### src/psg_square_noise_envelope_assert.svh
// ----------------------------------------------------------------------------
// Assertion macros for the sound generator
// Concurrent checks that are sampled on clk and are disabled while rst_n is low.
// ----------------------------------------------------------------------------
`ifndef PSG_SQUARE_NOISE_ENVELOPE_ASSERT_SVH
`define PSG_SQUARE_NOISE_ENVELOPE_ASSERT_SVH

// The consequent must hold in the same cycle as the antecedent.
`define PSG_ASSERT_SAME(label, ante, cons, msg) \
    label: assert property (@(posedge clk) disable iff (!rst_n) (ante) |-> (cons)) \
        else $error(msg);

// The consequent must hold in the cycle after the antecedent.
`define PSG_ASSERT_NEXT(label, ante, cons, msg) \
    label: assert property (@(posedge clk) disable iff (!rst_n) (ante) |=> (cons)) \
        else $error(msg);

`endif

### src/psg_pkg.sv
// ----------------------------------------------------------------------------
// psg_pkg
// Shared types, register numbers and the volume table of the sound generator.
// ----------------------------------------------------------------------------
`default_nettype none

package psg_pkg;

    typedef enum logic [1:0] {
        OP_WRITE = 2'd0,
        OP_READ  = 2'd1,
        OP_TICK  = 2'd2
    } psg_op_t;

    localparam int NUM_REGS  = 16;
    localparam int NUM_CHANS = 3;

    localparam logic [3:0] REG_NOISE_PER = 4'd6;
    localparam logic [3:0] REG_MIXER     = 4'd7;
    localparam logic [3:0] REG_LEVEL_A   = 4'd8;
    localparam logic [3:0] REG_ENV_LO    = 4'd11;
    localparam logic [3:0] REG_ENV_HI    = 4'd12;
    localparam logic [3:0] REG_ENV_SHAPE = 4'd13;

    localparam logic [5:0] VOL_TABLE [16] = '{
        6'd0, 6'd1, 6'd2, 6'd3, 6'd4, 6'd5, 6'd7, 6'd10,
        6'd13, 6'd18, 6'd24, 6'd30, 6'd36, 6'd40, 6'd42, 6'd42
    };

    typedef struct packed {
        logic [1:0] op;
        logic [3:0] idx;
        logic [7:0] data;
    } psg_cmd_t;

    typedef struct packed {
        logic [7:0]                 mixer;
        logic [NUM_CHANS-1:0][7:0]  level;
        logic [NUM_CHANS-1:0]       tone;
        logic                       noise;
        logic [3:0]                 env_volume;
    } psg_mix_view_t;

endpackage

`default_nettype wire

### src/psg_cmd_if.sv
// ----------------------------------------------------------------------------
// psg_cmd_if
// Command channel: one word carries an operation, a register number and data.
// ----------------------------------------------------------------------------
`default_nettype none

interface psg_cmd_if;
    logic       valid;
    logic       ready;
    logic [1:0] opcode;
    logic [3:0] reg_index;
    logic [7:0] write_data;

    modport source (output valid, output opcode, output reg_index, output write_data,
                    input ready);
    modport sink (input valid, input opcode, input reg_index, input write_data,
                  output ready);
endinterface

`default_nettype wire

### src/psg_res_if.sv
// ----------------------------------------------------------------------------
// psg_res_if
// Result channel: one word carries the mixed amplitude and the read data.
// ----------------------------------------------------------------------------
`default_nettype none

interface psg_res_if;
    logic       valid;
    logic       ready;
    logic [6:0] amplitude;
    logic [7:0] read_data;

    modport source (output valid, output amplitude, output read_data, input ready);
    modport sink (input valid, input amplitude, input read_data, output ready);
endinterface

`default_nettype wire

### src/psg_square_noise_envelope.sv
// ----------------------------------------------------------------------------
// psg_square_noise_envelope
// Three-channel square-wave sound generator with noise and envelope, driven by
// register write, register read and tick words; each word yields one result.
//
//   Channel  Direction  Payload
//   cmd      in         opcode[1:0], reg_index[3:0], write_data[7:0]
//   res      out        amplitude[6:0], read_data[7:0]
//
// One command word is taken every cycle unless res stalls; it waits in cmd_reg
// and its result is registered; a one-step state update sets the one-word rate.
// Reset clears the registers, counters, envelope and both pipeline stages.
// A stall on res holds the result and, if the staged word cannot move, cmd.
// ----------------------------------------------------------------------------
`default_nettype none
`include "psg_square_noise_envelope_assert.svh"

module psg_square_noise_envelope (
    input  wire logic clk,
    input  wire logic rst_n,
    psg_cmd_if.sink   cmd,
    psg_res_if.source res
);
    import psg_pkg::*;

    logic                in_valid_reg;
    psg_cmd_t            cmd_reg;
    logic                out_valid_reg;
    logic [6:0]          amp_reg;
    logic [7:0]          rdata_reg;
    logic                advance;
    psg_mix_view_t       view;
    logic [6:0]          amp_next;
    logic [7:0]          rdata_next;

    assign advance   = in_valid_reg && (!out_valid_reg || res.ready);
    assign cmd.ready = !in_valid_reg || advance;

    psg_gen u_gen (
        .clk       (clk),
        .rst_n     (rst_n),
        .step      (advance),
        .cmd       (cmd_reg),
        .view      (view),
        .read_data (rdata_next)
    );

    psg_mix u_mix (
        .view      (view),
        .amplitude (amp_next)
    );

    always_ff @(posedge clk or negedge rst_n)
    begin
        if (!rst_n)
        begin
            in_valid_reg  <= 1'b0;
            out_valid_reg <= 1'b0;
        end
        else
        begin
            if (cmd.ready)
            begin
                in_valid_reg <= cmd.valid;
            end
            if (advance)
            begin
                out_valid_reg <= 1'b1;
            end
            else if (res.ready)
            begin
                out_valid_reg <= 1'b0;
            end
        end
    end

    always_ff @(posedge clk)
    begin
        if (cmd.valid && cmd.ready)
        begin
            cmd_reg <= '{op: cmd.opcode, idx: cmd.reg_index, data: cmd.write_data};
        end
        if (advance)
        begin
            amp_reg   <= amp_next;
            rdata_reg <= rdata_next;
        end
    end

    assign res.valid     = out_valid_reg;
    assign res.amplitude = amp_reg;
    assign res.read_data = rdata_reg;

    `PSG_ASSERT_NEXT(a_read_data_zero, advance && (psg_op_t'(cmd_reg.op) != OP_READ), res.read_data == 8'd0, "read data is nonzero after a word that is not a read")
    `PSG_ASSERT_NEXT(a_staged_word_kept, in_valid_reg && !advance, in_valid_reg && $stable(cmd_reg), "staged command word was lost or changed")
    `PSG_ASSERT_NEXT(a_result_loaded, advance, res.valid && (res.amplitude <= 7'd126), "processed word did not produce a valid result")

endmodule

`default_nettype wire

### src/psg_mix.sv
// ----------------------------------------------------------------------------
// psg_mix
// Gates each channel by tone and noise, looks up its volume and sums the three.
// ----------------------------------------------------------------------------
`default_nettype none

module psg_mix (
    input  wire psg_pkg::psg_mix_view_t view,
    output logic [6:0]                  amplitude
);
    import psg_pkg::*;

    always_comb
    begin
        logic [6:0] sum;
        logic [3:0] lvl;
        logic       audible;
        sum = 7'd0;
        for (int c = 0; c < NUM_CHANS; c++)
        begin
            audible = (view.mixer[c] | view.tone[c]) & (view.mixer[c + 3] | view.noise);
            lvl = view.level[c][4] ? view.env_volume : view.level[c][3:0];
            if (audible)
            begin
                sum = sum + {1'b0, VOL_TABLE[lvl]};
            end
        end
        amplitude = sum;
    end

endmodule

`default_nettype wire

### src/psg_gen.sv
// ----------------------------------------------------------------------------
// psg_gen
// Register file, tone counters, noise shift register and envelope sequencer.
// ----------------------------------------------------------------------------
`default_nettype none

module psg_gen (
    input  wire logic              clk,
    input  wire logic              rst_n,
    input  wire logic              step,
    input  wire psg_pkg::psg_cmd_t cmd,
    output psg_pkg::psg_mix_view_t view,
    output logic [7:0]             read_data
);
    import psg_pkg::*;

    logic [NUM_REGS-1:0][7:0]   regs_reg, regs_next;
    logic [NUM_CHANS-1:0][11:0] tone_count_reg, tone_count_next;
    logic [NUM_CHANS-1:0]       tone_level_reg, tone_level_next;
    logic [5:0]                 noise_count_reg, noise_count_next;
    logic [16:0]                noise_shift_reg, noise_shift_next;
    logic                       noise_level_reg, noise_level_next;
    logic [20:0]                env_count_reg, env_count_next;
    logic [4:0]                 env_step_reg, env_step_next;
    logic                       env_attack_reg, env_attack_next;
    logic [3:0]                 env_volume_reg, env_volume_next;

    logic [NUM_CHANS-1:0][11:0] tone_period;
    logic [4:0]                 noise_period;
    logic [15:0]                env_period;

    // Derived periods always follow the register file, with zero read as one.
    always_comb
    begin
        logic [11:0] tp;
        for (int c = 0; c < NUM_CHANS; c++)
        begin
            tp = {regs_reg[2*c+1][3:0], regs_reg[2*c]};
            tone_period[c] = (tp == 12'd0) ? 12'd1 : tp;
        end
        noise_period = (regs_reg[REG_NOISE_PER][4:0] == 5'd0) ? 5'd1
                                                              : regs_reg[REG_NOISE_PER][4:0];
        env_period = ({regs_reg[REG_ENV_HI], regs_reg[REG_ENV_LO]} == 16'd0) ? 16'd1
                   : {regs_reg[REG_ENV_HI], regs_reg[REG_ENV_LO]};
    end

    always_comb
    begin
        logic [11:0] t_inc;
        logic [5:0]  n_inc;
        logic [20:0] e_inc;
        logic [7:0]  shape;
        regs_next        = regs_reg;
        tone_count_next  = tone_count_reg;
        tone_level_next  = tone_level_reg;
        noise_count_next = noise_count_reg;
        noise_shift_next = noise_shift_reg;
        noise_level_next = noise_level_reg;
        env_count_next   = env_count_reg;
        env_step_next    = env_step_reg;
        env_attack_next  = env_attack_reg;
        env_volume_next  = env_volume_reg;
        shape            = regs_reg[REG_ENV_SHAPE];
        if (step)
        begin
            case (psg_op_t'(cmd.op))
                OP_WRITE:
                begin
                    regs_next[cmd.idx] = cmd.data;
                    if (cmd.idx == REG_ENV_SHAPE)
                    begin
                        env_step_next   = 5'd0;
                        env_count_next  = 21'd0;
                        env_attack_next = cmd.data[2];
                        env_volume_next = cmd.data[2] ? 4'd0 : 4'd15;
                    end
                end
                OP_READ:
                begin
                end
                OP_TICK:
                begin
                    for (int c = 0; c < NUM_CHANS; c++)
                    begin
                        t_inc = tone_count_reg[c] + 12'd1;
                        if (t_inc >= tone_period[c])
                        begin
                            tone_count_next[c] = 12'd0;
                            tone_level_next[c] = ~tone_level_reg[c];
                        end
                        else
                        begin
                            tone_count_next[c] = t_inc;
                        end
                    end
                    n_inc = noise_count_reg + 6'd1;
                    if (n_inc >= {noise_period, 1'b0})
                    begin
                        noise_count_next = 6'd0;
                        noise_shift_next = {noise_shift_reg[0] ^ noise_shift_reg[3],
                                            noise_shift_reg[16:1]};
                        noise_level_next = noise_shift_reg[1];
                    end
                    else
                    begin
                        noise_count_next = n_inc;
                    end
                    e_inc = env_count_reg + 21'd1;
                    if (e_inc >= {env_period, 5'd0})
                    begin
                        env_count_next = 21'd0;
                        if (!env_step_reg[4])
                        begin
                            env_volume_next = env_attack_reg ? env_step_reg[3:0]
                                                             : 4'd15 - env_step_reg[3:0];
                            env_step_next = env_step_reg + 5'd1;
                        end
                        else if (!shape[3])
                        begin
                            env_volume_next = 4'd0;
                        end
                        else if (shape[0])
                        begin
                            env_volume_next = (env_attack_reg ^ shape[1]) ? 4'd15 : 4'd0;
                        end
                        else
                        begin
                            env_attack_next = env_attack_reg ^ shape[1];
                            env_step_next   = 5'd0;
                            env_volume_next = (env_attack_reg ^ shape[1]) ? 4'd0 : 4'd15;
                        end
                    end
                    else
                    begin
                        env_count_next = e_inc;
                    end
                end
                default:
                begin
                end
            endcase
        end
    end

    always_ff @(posedge clk or negedge rst_n)
    begin
        if (!rst_n)
        begin
            regs_reg        <= '0;
            tone_count_reg  <= '0;
            tone_level_reg  <= '0;
            noise_count_reg <= '0;
            noise_shift_reg <= 17'd1;
            noise_level_reg <= 1'b0;
            env_count_reg   <= '0;
            env_step_reg    <= '0;
            env_attack_reg  <= 1'b0;
            env_volume_reg  <= '0;
        end
        else
        begin
            regs_reg        <= regs_next;
            tone_count_reg  <= tone_count_next;
            tone_level_reg  <= tone_level_next;
            noise_count_reg <= noise_count_next;
            noise_shift_reg <= noise_shift_next;
            noise_level_reg <= noise_level_next;
            env_count_reg   <= env_count_next;
            env_step_reg    <= env_step_next;
            env_attack_reg  <= env_attack_next;
            env_volume_reg  <= env_volume_next;
        end
    end

    always_comb
    begin
        view.mixer      = regs_next[REG_MIXER];
        for (int c = 0; c < NUM_CHANS; c++)
        begin
            view.level[c] = regs_next[REG_LEVEL_A + 4'(c)];
        end
        view.tone       = tone_level_next;
        view.noise      = noise_level_next;
        view.env_volume = env_volume_next;
    end

    assign read_data = (psg_op_t'(cmd.op) == OP_READ) ? regs_reg[cmd.idx] : 8'd0;

endmodule

`default_nettype wire

### src/flat_wrapper.sv
// flat-port wrapper written by rule: the top's interface ports become plain ports
module psg_square_noise_envelope_flat import psg_pkg::*;
  (clk, rst_n, cmd_valid, cmd_opcode, cmd_reg_index, cmd_write_data, cmd_ready, res_valid, res_amplitude, res_read_data, res_ready);
  psg_cmd_if cmd_i ();
  psg_res_if res_i ();
  input  wire logic clk;
  input  wire logic rst_n;
  input wire logic [$bits(cmd_i.valid)-1:0] cmd_valid;
  input wire logic [$bits(cmd_i.opcode)-1:0] cmd_opcode;
  input wire logic [$bits(cmd_i.reg_index)-1:0] cmd_reg_index;
  input wire logic [$bits(cmd_i.write_data)-1:0] cmd_write_data;
  output wire logic [$bits(cmd_i.ready)-1:0] cmd_ready;
  output wire logic [$bits(res_i.valid)-1:0] res_valid;
  output wire logic [$bits(res_i.amplitude)-1:0] res_amplitude;
  output wire logic [$bits(res_i.read_data)-1:0] res_read_data;
  input wire logic [$bits(res_i.ready)-1:0] res_ready;
  assign cmd_i.valid = cmd_valid;
  assign cmd_i.opcode = cmd_opcode;
  assign cmd_i.reg_index = cmd_reg_index;
  assign cmd_i.write_data = cmd_write_data;
  assign cmd_ready = cmd_i.ready;
  assign res_valid = res_i.valid;
  assign res_amplitude = res_i.amplitude;
  assign res_read_data = res_i.read_data;
  assign res_i.ready = res_ready;
  psg_square_noise_envelope u_core (.clk(clk), .rst_n(rst_n), .cmd(cmd_i), .res(res_i));
endmodule
### config.mk
export PLATFORM = sky130hd
export DESIGN_NAME = psg_square_noise_envelope_flat
export DESIGN_NICKNAME = d
export VERILOG_FILES = /design/src/psg_pkg.sv /design/src/psg_cmd_if.sv /design/src/psg_res_if.sv /design/src/psg_square_noise_envelope.sv /design/src/psg_mix.sv /design/src/psg_gen.sv /design/src/flat_wrapper.sv
export VERILOG_INCLUDE_DIRS = /design/src /design/src/src
export SDC_FILE = /design/constraint.sdc
export NUM_CORES = 1
export LEC_CHECK = 0
export ABC_CLOCK_PERIOD_IN_PS = 6600
export BUFFER_PORTS_ARGS = -buffer_cell sky130_fd_sc_hd__buf_2
export CORE_MARGIN = 2
export CORE_UTILIZATION = 45
export DETAILED_ROUTE_END_ITERATION = 6
export HOLD_SLACK_MARGIN = 0.15
export SKIP_LAST_GASP = 1
export SYNTH_ARGS = -nofsm -noshare
export SYNTH_HDL_FRONTEND = slang
export SYNTH_SLANG_ARGS = --single-unit
### constraint.sdc
create_clock -name clk -period 6.6 [get_ports clk]
set_clock_uncertainty 0.05 [all_clocks]
set_input_delay 0.66 -clock clk [delete_from_list [all_inputs] [get_ports clk]]
set_output_delay 0.66 -clock clk [all_outputs]
set_load 0.02 [all_outputs]
After elaboration in Yosys (flattened, before gate mapping)

Memory sizes are Yosys's and may differ from the RTL's.
Index checks and enable logic that the tools add are counted.

Logic and storage cells: 174
RAM bits: 0
Memory bits (read-only): 288
Bits of input ports: 18
Register bits after elaboration: 253
Latch bits: 0
Memories kept: 3

Memories:

| memory           | depth | width | read ports | clocked after Yosys merged registers in | write ports | line          | text |
|---|---|---|---|---|---|---|---|
| (name not given) | 16    | 6     | 1          | 0                                       | 0           | psg_mix.sv:25 | `sum = sum + {1'b0, VOL_TABLE[lvl]};` |
| (name not given) | 16    | 6     | 1          | 0                                       | 0           | psg_mix.sv:25 |  |
| (name not given) | 16    | 6     | 1          | 0                                       | 0           | psg_mix.sv:25 |  |

Equality and inequality tests: 10
Reduce and logical (&&, ||, !) cells: 22
$lt $le $gt $ge: 10
Divide/modulo/power cells: 0
Multiply operators: 0
Muxes and demuxes: 64
Bitwise logic cells: 17
$add $sub $neg: 9
Shifts and indexed selects: 0

Operators by type and width:

| kind                                                      | number |
|---|---|
| 2-to-1 mux 85 bit                                         | 2 |
| bitwise mux 128 bit                                       | 1 |
| 2-to-1 mux 12 bit                                         | 6 |
| 2-to-1 mux 4 bit                                          | 13 |
| 2-to-1 mux 6 bit                                          | 8 |
| 2-to-1 mux 21 bit                                         | 2 |
| one-hot mux 21 bit (2 select lines)                       | 1 |
| adder 12 x 1 -> 12 bit (second input constant)            | 3 |
| greater-or-equal comparator 12 bit                        | 3 |
| logical NOT 12 bit                                        | 3 |
| binary-select mux 8 bit (select 4 bit)                    | 1 |
| demux 8 bit (select 4 bit)                                | 1 |
| 2-to-1 mux 5 bit                                          | 6 |
| adder 21 x 1 -> 21 bit (second input constant)            | 1 |
| greater-or-equal comparator 21 bit                        | 1 |
| logical NOT 16 bit                                        | 1 |
| 2-to-1 mux 16 bit                                         | 1 |
| 2-to-1 mux 8 bit                                          | 2 |
| greater-or-equal comparator 5 bit (second input constant) | 3 |
| inverter 4 -> 5 bit                                       | 3 |
| adder 7 x 6 -> 7 bit                                      | 2 |
| 2-to-1 mux 7 bit                                          | 2 |
| 2-to-1 mux 1 bit                                          | 13 |
| != test 2 bit (second input constant)                     | 5 |
| other kinds (29)                                          | 48 |

Longest topological paths before layout

Word-level depth: 18
Mapped depth: 37
Mapped depth without buffers: 36

Modules after synthesis

From an unflattened synthesis, not the netlist that was laid out.

Cell total of the unflattened synthesis: 1401
Area, all modules: 14815.5 um2

Modules (own cells, without submodules):

| module                    | seq. area each (um2) | area an instance (um2) | cells each | times used |
|---|---|---|---|---|
| psg_gen                   | 5556.6               | 12510.7                | 1189       | 1 |
| psg_mix                   | 0.0                  | 1330.0                 | 175        | 1 |
| psg_square_noise_envelope | 920.9                | 974.7                  | 37         | 1 |

Least setup slack after synthesis

Ideal clock, no wire load.

Path type: flip-flop to flip-flop
Start point: register u_core.u_gen.env_count_reg[0]
End point: register u_core.amp_reg[5], in the netlist u_core.res.amplitude[5] (data pin)
Period minus slack after synthesis: 7039 ps
Path slack: -439 ps
Cell stages (with the launch flop): 34
Arrival time: 6729 ps
Library setup time: 260 ps
Required time: 6290 ps
Cells stage by stage: dfrtp_1 > ha_1 > and3_2 > and3_1 > clkbuf_1 > nand2_1 > nor2_1 > and4_1 > nand3_1 > xnor2_1 > ha_1 > nand4_1 > nor4_1 > o21a_1 > o221ai_1 > o221a_2 > mux2i_1 > inv_1 > ha_1 > a21bo_2 > o211a_1 > a211o_1 > and2_1 > ha_1 > fa_1 > nand2_1 > o31ai_1 > ha_1 > a21o_1 > a21oi_1 > o21bai_1 > a21oi_1 > xnor2_1 > mux2_2

Cells in the longest elaborated chain, start to end: 15

Ends and longest elaborated chain:

| element                                             | line                            | text |
|---|---|---|
| from (decl)                                         | psg_gen.sv:23                   | `logic [20:0] env_count_reg, env_count_next;` |
| from (signal assigned)                              | psg_gen.sv:168                  | `env_count_reg <= env_count_next;` |
| adder 21 x 1 -> 21 bit *                            | psg_gen.sv:108                  | `e_inc = env_count_reg + 21'd1;` |
| greater-or-equal comparator 21 bit *                | psg_gen.sv:109                  | `if (e_inc >= {env_period, 5'd0})` |
| 2-to-1 mux 4 bit *                                  | psg_gen.sv:109                  |  |
| one-hot mux 4 bit (2 select lines) *                | psg_gen.sv:66                   | `case (psg_op_t'(cmd.op))` |
| 2-to-1 mux 4 bit *                                  | psg_gen.sv:64                   | `if (step)` |
| 2-to-1 mux 4 bit                                    | psg_mix.sv:22                   | `lvl = view.level[c][4] ? view.env_volume : view.level[c][3:0];` |
| inverter 4 -> 5 bit (not written as such)           | psg_mix.sv:25                   |  |
| memory (16 x 6 bit)                                 | -                               |  |
| 2-to-1 mux 6 bit (not written as such) (2 in a row) | psg_mix.sv:25                   |  |
| 2-to-1 mux 6 bit                                    | psg_mix.sv:23                   | `if (audible)` |
| adder 7 x 6 -> 7 bit                                | psg_mix.sv:25                   |  |
| 2-to-1 mux 7 bit                                    | psg_mix.sv:23                   |  |
| adder 7 x 6 -> 7 bit                                | psg_mix.sv:25                   |  |
| 2-to-1 mux 7 bit *                                  | psg_mix.sv:23                   |  |
| net u_core.amp_next[5]                              | psg_square_noise_envelope.sv:33 | `logic [6:0] amp_next;` |
| to (signal assigned)                                | psg_square_noise_envelope.sv:85 | `amp_reg <= amp_next;` |
| to (decl)                                           | psg_square_noise_envelope.sv:29 | `logic [6:0] amp_reg;` |

Mark *: on every way through the listed nets, which the timed path passes. The rest lies on a longest branch. The select of a mux whose other input is x is not followed.
A chain may end at the register's enable or synchronous reset.

Worst setup path after layout

Start point: register u_core.u_gen.env_count_reg[1]
End point: register u_core.amp_reg[5], in the netlist u_core.res.amplitude[5] (data pin)

The elaborated chain is that of the path after synthesis.

==> impl_metrics.toml <==
[cells_and_area]
nNetsFinal = 1575
area_growth_pct = 16.4
fin_util_pct = 53.1
layout_commonest_cell = "dfrtp_1"
drive_gt1_share_pct = 27.2
largest_reg_flops = 128
final_cell_mix = "223 x dfrtp_1, 152 x nand2_1, 122 x mux2_2"
nFillCells = 2932
final_area_um2 = 17300
antenna_cells = 0

[yosys]
synth-simple-area-share_pct = 12.9
ys_seq_area_share_pct = 43.6
synth_top_family_by_area = "multiplexers"
synth.area.mux_share_pct = 17.2
mappedNetlistNets = 1493
synth-seq-cells = 253
synth_edf_count = 29
synth_flop_cell = "dfrtp_1"
synth_area_um2 = 14800
synth_warnings = 0
syn_area_per_cell_um2 = 10.7
synth-compound-area-share_pct = 10.5
synthAdderAreaFrac_pct = 7.86
synthCells = 1383
async_reset_ff_share_pct = 88.5
synth_cell_types = 81
synthXorXnorAreaFrac_pct = 4.16

[floorplan]
ios = 35
die_x_um = 186
core_um2 = 32500
initial_utilization_pct = 45.6
dieArea_um2 = 34500
placement_rows = 66
die_h_um = 186

[place]
postPlaceCellArea_um2 = 15900
place.gp.congestion = 0.903
hpwl_mm = 25.8
portBuffers = 34

[cts]
cts_tree = "done"
clock-root-buffer = "clkbuf_16"
clkSinkCount = 253
cts_max_level = 1
clockBufferDepth = 3
cts_made_buffers = 28
path_clk_slew_ps = 60
clk_latency_ps = 560

[pwr]
vdd_drop_max_mv = 0.200
finalPower_mw = 4.90
power-per-cell-area_nw_per_um2 = 284
p_leak_nw = 8.02

[sta]
setup_viol = 0
min_period_over_period_pct = 99.6
fin_setup_tns_ps = 0
hold_viol_final = 0
drv_slew = 0
clock.fmax_mhz = 152
post-route-min-period_ps = 6570
relSlewSlack_pct = 37.4
rsz0062_at_grt = "true"
worst_pin_slew_ps = 939

[global_route]
first_global_vias = 10500
antenna_found_initial = 0
grt_max_degree = 120
grt.overflow.total = 0
grt_pass1_wl_mm = 58.2
grt_usage_pct = 21.5

[setup_path]
endpoint = "u_core.res.amplitude[5]$_DFFE_PP_"
r2r_end = "u_core.res.amplitude[5]$_DFFE_PP_"
critPathCaptureType = "flop"
r2r_slack_ps = 30
cp_slowest_cell = "fa_2"
ff2ff_path_depth = 33
reg2reg_from = "u_core.u_gen.env_count_reg[1]$_DFFE_PN0P_"
critPathArrivalTime_ps = 6820
critPathLaunchType = "flop"
slowest_delay_ps = 540
critPathRequiredTime_ps = 6840
criticalPathCategory = "reg2reg"
cp_common_cell = "ha_4"
crit_path_start = "u_core.u_gen.env_count_reg[1]$_DFFE_PN0P_"
path_max_fanout = 4

[hold_path]
hold_class = "in2async"

[flow_run]
cap_viol_max_count = 0

[route]
wl_mm = 36.1
drt_iter0_markers = 647
avgViaCountPerCell = 5.54
drtPass1Iterations = 5
drcViolationCount = 0
vias = 10700
detail-route-antenna-nets = 0
wl_per_cell_um = 18.7

[outcome]
status = "completed"
[what timing repair did]
action | 4_1_cts | 5_1_grt
resized for setup | 10 | 27
endpoints found under the setup margin | 4 | 6
pin swaps | 7 | 7
hold buffers | 0 | 0
setup buffers | 4 | 3
[area by class of cell]
class / count / area [um^2] / area share, %
multi-input combinational: 985 / 8100 / 46.9
sequential: 253 / 6480 / 37.5
clock buffer: 37 / 826 / 4.78
timing repair buffer: 106 / 721 / 4.17
tap: 442 / 553 / 3.20
inverter: 91 / 342 / 1.98
clock inverter: 15 / 253 / 1.46
[logic make-up after synthesis]
logic type / Yosys count
compound gates: 246
xor+xnor: 69
fa+ha+maj: 92
flops: 253
buf+inv: 145
simple gates: 390
mux: 188
[worst max-delay path: cells and delay by family (launching register included)]
family | cells | cell delay [ps]
muxes | 2 | 440
AOI/OAI and AO/OA | 11 | 1790
adders and majority gates | 6 | 1700
buffers and inverters | 2 | 250
DFF | 1 | 410
xor gates and xnor gates | 2 | 220
and+or+nand+nor | 10 | 1450
[stage by stage]
step / hold slack, ps / instances / worst slack [ps]
2_1_floorplan: 314 / 1383 / 7.19
3_3_place_gp: 411 / 1870 / 8.24
3_5_place_dp: 427 / 1870 / -136
4_1_cts: 172 / 1926 / -59.0
5_1_grt: 210 / 1929 / -338
6_report: 125 / 1929 / 25.3
[cells in the mapped netlist, types with 8 or more instances]
cell type | n | area share, %
nor2_1 | 54 | 1.4
nor3_1 | 17 | 0.57
nand2b_1 | 23 | 0.97
inv_1 | 89 | 2.3
nor2b_1 | 20 | 0.84
edfxtp_1 | 29 | 5.9
o21ai_0 | 113 | 3.8
mux4_2 | 40 | 6.1
ha_1 | 90 | 7.6
nand2_1 | 156 | 3.9
dfrtp_1 | 223 | 38
a21oi_1 | 28 | 0.94
o31ai_1 | 12 | 0.61
nand3_1 | 46 | 1.6
clkbuf_1 | 44 | 1.1
xnor2_1 | 39 | 2.3
mux2_2 | 122 | 9.3
and3_1 | 17 | 0.72
nor4_1 | 14 | 0.59
xor2_1 | 29 | 1.7
mux2i_1 | 25 | 1.7
a21o_1 | 11 | 0.56
a31o_2 | 8 | 0.47
[metal layers]
metal	vias to the layer above	wire length, um	global-route usage (%)
li1	5118	-	-
met1	5293	17100	31.3
met2	229	16400	33.9
met3	47	1850	3.38
met4	0	803	4.91
met5	-	0	0
[power breakdown]
group / internal, mW / switching [mW]
registers: 1.76 / 0.191
logic: 0.547 / 0.617
clock network: 1.12 / 0.663
total: 3.43 / 1.47
[worst min-delay path by stage]
stage	from	to	slack (ps)	cells past startpoint
global placement	u_core.u_gen.noise_shift_reg[16]$_DFFE_PN0P_	u_core.u_gen.noise_shift_reg[16]$_DFFE_PN0P_	410	2
CTS	rst_n	u_core.u_gen.tone_count_reg[21]$_DFFE_PN0P_	170	1
global route	rst_n	u_core.u_gen.tone_count_reg[21]$_DFFE_PN0P_	210	1
finish	rst_n	u_core.u_gen.tone_count_reg[2]$_DFFE_PN0P_	130	1
floorplan	rst_n	u_core.in_valid_reg$_DFFE_PN0N_	310	0
detailed placement	u_core.u_gen.noise_shift_reg[16]$_DFFE_PN0P_	u_core.u_gen.noise_shift_reg[16]$_DFFE_PN0P_	430	2
(Power assumes the default switching activity.)
